**config.mk**
```make
export PLATFORM = sky130hd
export DESIGN_NAME = svdsv_div_cell
export DESIGN_NICKNAME = d
export VERILOG_FILES = /design/src/rtl/svdsv_div_cell.sv
export SDC_FILE = /design/constraint.sdc
export NUM_CORES = 1
export LEC_CHECK = 0
export ABC_CLOCK_PERIOD_IN_PS = 3200
export BUFFER_PORTS_ARGS = -buffer_cell sky130_fd_sc_hd__buf_2
export CELL_PAD_IN_SITES_DETAIL_PLACEMENT = 0
export CELL_PAD_IN_SITES_GLOBAL_PLACEMENT = 1
export CORE_MARGIN = 2
export CORE_UTILIZATION = 34
export DETAILED_ROUTE_END_ITERATION = 6
export PLACE_DENSITY_LB_ADDON = 0.1
export SYNTH_ARGS = -nofsm -noshare
export SYNTH_HDL_FRONTEND = slang
export SYNTH_SLANG_ARGS = --single-unit
```
**constraint.sdc**
```tcl
create_clock -name clock -period 3.2 [get_ports clock]
set_clock_uncertainty 0.05 [all_clocks]
set_input_delay 0.16 -clock clock [delete_from_list [all_inputs] [get_ports clock]]
set_output_delay 0.16 -clock clock [all_outputs]
set_load 0.02 [all_outputs]
```
**src/rtl/svdsv_div_cell.sv**
```systemverilog
// ----------------------------------------------------------------------------
// svdsv_div_cell
// one step of a restoring unsigned division, registered
// ----------------------------------------------------------------------------
module svdsv_div_cell #(
   parameter int DW = 65,
   parameter int QW = 32
) (
   input  logic          clock,
   input  logic          advance,
   input  logic [DW-1:0] in_rem,
   input  logic [DW-1:0] in_den,
   input  logic [QW-1:0] in_quo,
   input  logic [QW-1:0] in_low,
   output logic [DW-1:0] out_rem,
   output logic [DW-1:0] out_den,
   output logic [QW-1:0] out_quo,
   output logic [QW-1:0] out_low
);
   logic [DW:0]   part;
   logic          take;
   logic [DW-1:0] rem_in;
   logic [QW-1:0] quo_in;
   logic [QW-1:0] low_in;
   logic [DW-1:0] rem_ff;
   logic [DW-1:0] den_ff;
   logic [QW-1:0] quo_ff;
   logic [QW-1:0] low_ff;

   always_comb begin
      part   = {in_rem, in_low[QW-1]};
      take   = part >= {1'b0, in_den};
      rem_in = take ? DW'(part - {1'b0, in_den}) : DW'(part);
      quo_in = {in_quo[QW-2:0], take};
      low_in = in_low << 1;
   end

   always_ff @(posedge clock) begin
      if (advance) begin
         rem_ff <= rem_in;
         den_ff <= in_den;
         quo_ff <= quo_in;
         low_ff <= low_in;
      end
   end

   assign out_rem = rem_ff;
   assign out_den = den_ff;
   assign out_quo = quo_ff;
   assign out_low = low_ff;
endmodule

```
==> out/metrics.yaml <==
status: "completed"
slew_headroom_pct: 53.3
critPathMaxStageDelay_ns: 0.58
critPathCapture: "out_rem[54]"
drcViolationCount: 0
port_buffers: 387
grt_max_degree: 77
crit_start: "in_rem[13]"
path_max_fanout: 9
setup_violations: 0
grtUsageTotal_pct: 20.8
ys_ff_latch: 193
cp-start-kind: "input port"
nets: 1908
num_rows: 64
grt_pass1_wl_um: 53500
slew_violations: 0
hold_class: "input port to register"
ios: 390
die-area_um2: 32900
cts_root_buffer: "clkbuf_16"
yosysSeqAreaShare_pct: 54.2
tritoncts: "done"
post-route-util_pct: 53.2
power.leakage_nw: 7.22
dieWidth_um: 181
critical_path_arrival_ns: 3.28
path_cells: "dlygate4sd3_1 > buf_2 > ha_1 > a21oi_1 > o21ai_0 > a31oi_2 > o21ai_0 > buf_4 > o2111ai_2 > nand2_1 > a211oi_4 > buf_6 > buf_12 > buf_4 > o21ai_1"
avgSynthCellArea_um2: 10.8
async_flop_share_pct: 0
max-vdd-ir-drop_v: 0.000320
cts_buffers: 17
synth_top_area_share_pct: 54.2
synthTopCellsByCount: "edfxtp_1 (193), nand2_1 (111), inv_1 (89), o21ai_0 (89), a21oi_1 (79)"
critPathKind: "input port to register"
fmax_mhz: 320
netlist_area_um2: 10700
synth_most_common_cell: "edfxtp_1"
synth_enable_flop_cells: 193
grt_pass1_vias: 9918
drt-initial-drc-count: 597
synthCells: 992
yosysTopAreaCell: "edfxtp_1"
period_minus_slack_ns: 3.12
coreArea_um2: 30700
yosys_warnings: 0
cpMaxStageDelayCell: "dlygate4sd3_1"
cap_violations: 0
powerDensity_nw_per_um2: 467
cp.required_ns: 3.35
synth_flop_cell: "edfxtp_1"
start_util_pct: 34.7
firstDrtPassIters: 5
path_clk_slew_ns: 0.08
hold_viol: 0
via_per_inst: 4.82
rsz0062_at_grt: "true"
finalSetupTns_ns: 0
timing.hold.ws_ns: 0.0416
cp-end-kind: "register"
cts.path.max_buffers: 2
post_drt_wl_per_cell_um: 17.0
die_h_um: 181
ant_nets: 0
yosysUniqueCellTypes: 64
drive_gt1_share_pct: 32.8
htreeDepth: 4
timing.final.crit_share_pct: 97.6
synthTopCellsByArea: "edfxtp_1 (54%), ha_1 (7.6%), o21ai_0 (4.2%)"
dp_hpwl_um: 25900
area_growth_pct: 53.0
drt-total-wl_um: 35000
syn-num-nets: 1254
tightestPinTransition_ns: 0.701
cts_sinks: 193
antenna_found_initial: 2
vias: 9924
gp_congestion: 0.806
grt_overflow: 0
-- critical path: cells and delay by family --
family,cells,cell delay (ns)
buffers and inverters,6,1.39
AOI/OAI and AO/OA,7,1.39
adders and majority gates,1,0.21
and+or+nand+nor,1,0.12
-- placed cells by master, fill, tap and decap left out, types with 32 or more instances in the layout --
cell type and count:
dlygate4sd3_1 190, ha_1 61, nor2_1 34, a21oi_1 77, buf_2 387, nand2_1 111
edfxtp_1 193, inv_1 89, o21ai_0 84, buf_4 87, xnor2_1 32
-- final cells by class --
cell class | instances | area (um^2)
fillers | 2897 | 14400
flip-flops and latches | 193 | 5800
repair buffers | 674 | 4690
multi-input cells | 670 | 4440
well taps | 396 | 495
clock buffers | 17 | 425
inverters | 90 | 338
clock inverters | 15 | 168
diodes | 2 | 5.00
-- power by group --
group,switching [mW],total (mW),internal (mW)
Combinational,1.30,2.26,0.963
Sequential,0.0642,3.17,3.11
Clock,1.09,2.21,1.12
Total,2.46,7.64,5.19
-- stage by stage --
stage | cells | total power [mW] | instance area (um^2) | worst slack (ns)
final | 2057 | 7.64 | 16400 | 0.0762
after global routing | 2055 | 8.02 | 16300 | -0.0580
after CTS | 2044 | 7.66 | 16100 | 0.00254
after detailed placement | 1822 | 5.24 | 13600 | -0.281
after global placement | 1822 | 5.23 | 13600 | -0.129
after floorplan | 992 | 4.41 | 10700 | 0.00910
-- kinds of logic after synthesis --
family          synth area share [%]
flops                           54.2
simple gates                    11.4
buf+inv                         5.11
other cells                   0.0351
fa+ha+maj                       7.80
compound gates                  16.5
mux                            0.398
xor+xnor                        4.59
-- flip-flops by register name, summed over array words and instances (netlist names) --
name and cells:
out_den 65, out_low 31, out_quo 32, out_rem 65
-- worst min-delay path by stage --
stage,start,endpoint,slack [ns],depth (start not counted)
floorplan,in_den[0],out_den[0],0.21,0
global placement,in_low[5],out_low[6],0.29,1
detailed placement,in_quo[23],out_quo[24],0.29,1
CTS,in_rem[0],out_rem[1],0.02,2
global route,in_rem[0],out_rem[1],0.05,2
finish,in_rem[0],out_rem[1],0.04,2
-- routing by layer --
layer	track usage, %	part of all wire [%]	vias to the layer above
li1	-	-	4968
met1	27.2	45	4646
met2	35.3	48	283
met3	3.99	5.4	27
met4	5.30	1.4	0
met5	0	0	-
-- what timing repair did --
action,4_1_cts,5_1_grt
buffers inserted,0,8
setup endpoints to repair,0,60
hold buffers,190,0
hold endpoints to repair,190,0
gates resized for setup,0,29
Note: power is estimated with default switching activity, not from simulation.
