<file path="src/rtl/svdsv_sqrt_cell.sv">
// ----------------------------------------------------------------------------
// svdsv_sqrt_cell
// one radix-2 step of a restoring integer square root, registered
// ----------------------------------------------------------------------------
module svdsv_sqrt_cell #(
   parameter int RW = 33
) (
   input  logic            clock,
   input  logic            advance,
   input  logic [RW+1:0]   in_rem,
   input  logic [RW-1:0]   in_root,
   input  logic [2*RW-1:0] in_rad,
   output logic [RW+1:0]   out_rem,
   output logic [RW-1:0]   out_root,
   output logic [2*RW-1:0] out_rad
);
   logic [RW+3:0]   part;
   logic [RW+3:0]   trial;
   logic            take;
   logic [RW+1:0]   rem_in;
   logic [RW-1:0]   root_in;
   logic [2*RW-1:0] rad_in;
   logic [RW+1:0]   rem_ff;
   logic [RW-1:0]   root_ff;
   logic [2*RW-1:0] rad_ff;

   always_comb begin
      part    = {in_rem, in_rad[2*RW-1 -: 2]};
      trial   = (RW+4)'({in_root, 2'b01});
      take    = part >= trial;
      rem_in  = take ? (RW+2)'(part - trial) : (RW+2)'(part);
      root_in = {in_root[RW-2:0], take};
      rad_in  = in_rad << 2;
   end

   always_ff @(posedge clock) begin
      if (advance) begin
         rem_ff  <= rem_in;
         root_ff <= root_in;
         rad_ff  <= rad_in;
      end
   end

   assign out_rem  = rem_ff;
   assign out_root = root_ff;
   assign out_rad  = rad_ff;
endmodule

</file>
<file path="config.mk">
export PLATFORM = sky130hd
export DESIGN_NAME = svdsv_sqrt_cell
export DESIGN_NICKNAME = d
export VERILOG_FILES = /design/src/rtl/svdsv_sqrt_cell.sv
export SDC_FILE = /design/constraint.sdc
export NUM_CORES = 1
export LEC_CHECK = 0
export BUFFER_PORTS_ARGS = -buffer_cell sky130_fd_sc_hd__buf_2
export CELL_PAD_IN_SITES_DETAIL_PLACEMENT = 0
export CELL_PAD_IN_SITES_GLOBAL_PLACEMENT = 1
export CORE_ASPECT_RATIO = 0.5
export CORE_MARGIN = 2
export CORE_UTILIZATION = 39
export CTS_BUF_LIST = sky130_fd_sc_hd__clkbuf_4
export CTS_CLUSTER_SIZE = 16
export DETAILED_ROUTE_END_ITERATION = 10
export PLACE_DENSITY = 0.8
export REMOVE_ABC_BUFFERS = 1
export SLEW_MARGIN = 20
export SYNTH_ARGS = -nofsm -noshare
export SYNTH_HDL_FRONTEND = slang
export SYNTH_SLANG_ARGS = --single-unit
export TNS_END_PERCENT = 10
</file>
<file path="constraint.sdc">
create_clock -name clock -period 4.1 [get_ports clock]
set_clock_uncertainty 0.1 [all_clocks]
set_input_delay 1.23 -clock clock [delete_from_list [all_inputs] [get_ports clock]]
set_output_delay 1.23 -clock clock [all_outputs]
set_load 0.03 [all_outputs]
</file>
==> run metrics <==
status complete, no violations; initial antenna violation count 0; fin util 53.06%; Post-Synth XOR/XNOR Area 4.362%; Hold Crit Depth 1; worst setup margin 0.4357 ns; Fmax 272.9 MHz; pre-CTS setup slack -0.1241 ns; drc violations 0; CTS tree yes; Comb pwr share 28.8%; Final Non-Filler Cells 1036; Pleak 4.076 nW; Initial DRT Pass Iterations 5; Required @ worst endpoint 4.29 ns; largest cells by area after synthesis edfxtp_1 60%, ha_1 6.6%, mux2_4 5.7%, a21o_1 2.9%, xnor2_1 2.5%; Post-Syn Area per Cell 13.58 sq um; min-delay worst type input pin to flop; worst hold path endpoint out_rad[21]; core area 0.01652 sq mm; gpl congestion 0.8486; largest family of logic cells by synthesized area compound AO/OA/AOI/OAI gates; Tot GR Track Use 18.29%; std cell rows 33; hold_sp in_rad[19]; share of the synthesized area in the top cell type 59.82%; Initial Utilization 40.12%; Crit Path Class input pin to flop; most frequent cells in the layout 266 x buf_2, 132 x edfxtp_1, 41 x inv_1, 36 x buf_4, 35 x ha_1; Die ar. 0.01811 sq mm; post-synthesis sequential area ratio 59.82%; area growth from synthesis to layout 32.25%; Die W 188.3 um; Max clock buf depth 2; Yosys reg bits 132; Worst EP arrival 3.86 ns; final setup violation count 0; setup bufs post-CTS 0; final-layout fill cell count 1515; Inserted Clock Buffers 17; mux cell area share after synthesis 7.137%; Max Cap Viol 0; vias in the first global route 4814; Sw Share 32.51%; power share of the clock group 26.0%; Setup crit start in_root[4]; area occupied by multi-input gates 0.002380 sq mm; number of synthesized flops with an enable pin 132; net load switching power 1.211 mW; final-report hold violation count 0; RSZ-0062 raised after global routing false; post-synthesis cell count 488; # diodes 0; Min Hold Slack 0.7415 ns; final slew viol count 0; post-synthesis simple-gate area fraction 6.401%; clk sinks 132; grt total ovfl 0; Ys Warns 0; Post-synth ARST share 0%; Worst Setup Start Kind input pin; Total Power 3.726 mW; period utilization 89.37%; drt total wl 16.85 mm; nets 967; hold_buf cts 0; Setup crit end kind flop; Antenna Nets Post-Route 0; Synth Area in Compound Gates 11.29%; delay of the slowest critical-path stage 0.44 ns; post-CTS sizing 0; design area 0.008763 sq mm; post-synth top area cell edfxtp_1; IO Pins 270; first-pass GRT wire length 25.24 mm; CTS root buf clkbuf_4; Max VDD drop 0.1751 mV; DR iter-0 viols 252; crit path max fanout 16; critical path's slowest cell a2111oi_2; Final HPWL DP 13.22 mm; PortBufs 267; H-tree depth 4; most common cell after layout, fill and taps aside buf_2; Reg area 0.003964 sq mm; clock-pin slew on the worst setup and hold paths 0.14 ns; vias after detailed routing 5008; final setup TNS 0 ns; worst relative slew slack 53.38%; pin count of the biggest net entering global routing 70; prevailing post-synth register cell edfxtp_1; Seq pwr share 45.3%; Synth cell types 57; CP cell instances buf_2, inv_1, ha_1, o21a_1, o211ai_2, a311oi_1, nor4_2, a2111oi_2, o21a_2, o211a_2, buf_12, mux2_2; die span in y 96.17 um; share of cells above drive strength 1 46.97%; Slew @ Worst Pin 0.6992 ns; routed len/inst 16.27 um; Placed Cells 1004; cell area after placement 0.008454 sq mm; Post-Synth Adder-Cell Area 6.609%; pwr dens 425.2 mW/mm^2; Final min period 3.664 ns; Post-Syn Area 0.006626 sq mm; Power Internal 2.515 mW; DR vias/cell 4.834
[worst max path at each step]
stage | to | slack [ns] | cells past startpoint
floorplan | out_rem[2] | -0.59 | 10
global placement | out_rem[5] | -0.009 | 12
finish | out_rem[2] | 0.44 | 12
detailed placement | out_rem[34] | -0.12 | 12
CTS | out_rem[2] | 0.46 | 12
global route | out_rem[3] | 0.32 | 12
[cells by family after synthesis]
group / after synthesis
other: 1
muxes: 34
and+or+nand+nor: 87
adders and majority gates: 35
xor gates and xnor gates: 33
DFF: 132
AOI/OAI and AO/OA: 107
buffers and inverters: 59
[flip-flops by register name (all words and copies together), names as in the netlist]
register  count
out_rad      64
out_rem      35
out_root     33
[per-layer routing]
metal	vias to the layer above	wire, um	global-route usage [%]
li1	2445	-	-
met5	-	0	0
met3	15	951	4.849
met2	168	8124	30.90
met4	0	214	5.208
met1	2380	7564	23.49
[Yosys cell counts, drive strengths merged (9+ instances only)]
cell type	instances
nand2	25
o21ai	13
edfxtp	132
clkbuf	10
mux2	31
nor2	22
ha	35
a21oi	30
a21o	26
nand3	9
xnor2	19
inv	41
xor2	14
[cell type report]
type	instances	share of cell area, %
flip-flops and latches	132	45.23
multi-input cells	298	27.16
repair buffers	306	19.09
well taps	227	3.241
clock inverters	14	1.985
inverters	41	1.756
clock buffers	18	1.542
[critical path, delay by kind of cell]
| kind | cells | cell delay (ns) |
|---|---|---|
| AOI/OAI and AO/OA | 6 | 1.48 |
| adders and majority gates | 1 | 0.34 |
| buffers and inverters | 3 | 0.34 |
| muxes | 1 | 0.35 |
| and+or+nand+nor | 1 | 0.12 |
[power groups by stage]
| stage | Clock (mW) | Sequential [mW] | Combinational, mW |
|---|---|---|---|
| 5_1_grt | 1.05 | 1.70 | 1.15 |
| 3_3_place_gp | 0 | 1.71 | 1.06 |
| 6_report | 0.969 | 1.69 | 1.07 |
| 2_1_floorplan | 0 | 2.01 | 0.403 |
| 3_5_place_dp | 0 | 1.72 | 1.07 |
| 4_1_cts | 1.00 | 1.69 | 1.08 |
Note: power is estimated with default switching activity, not from simulation.
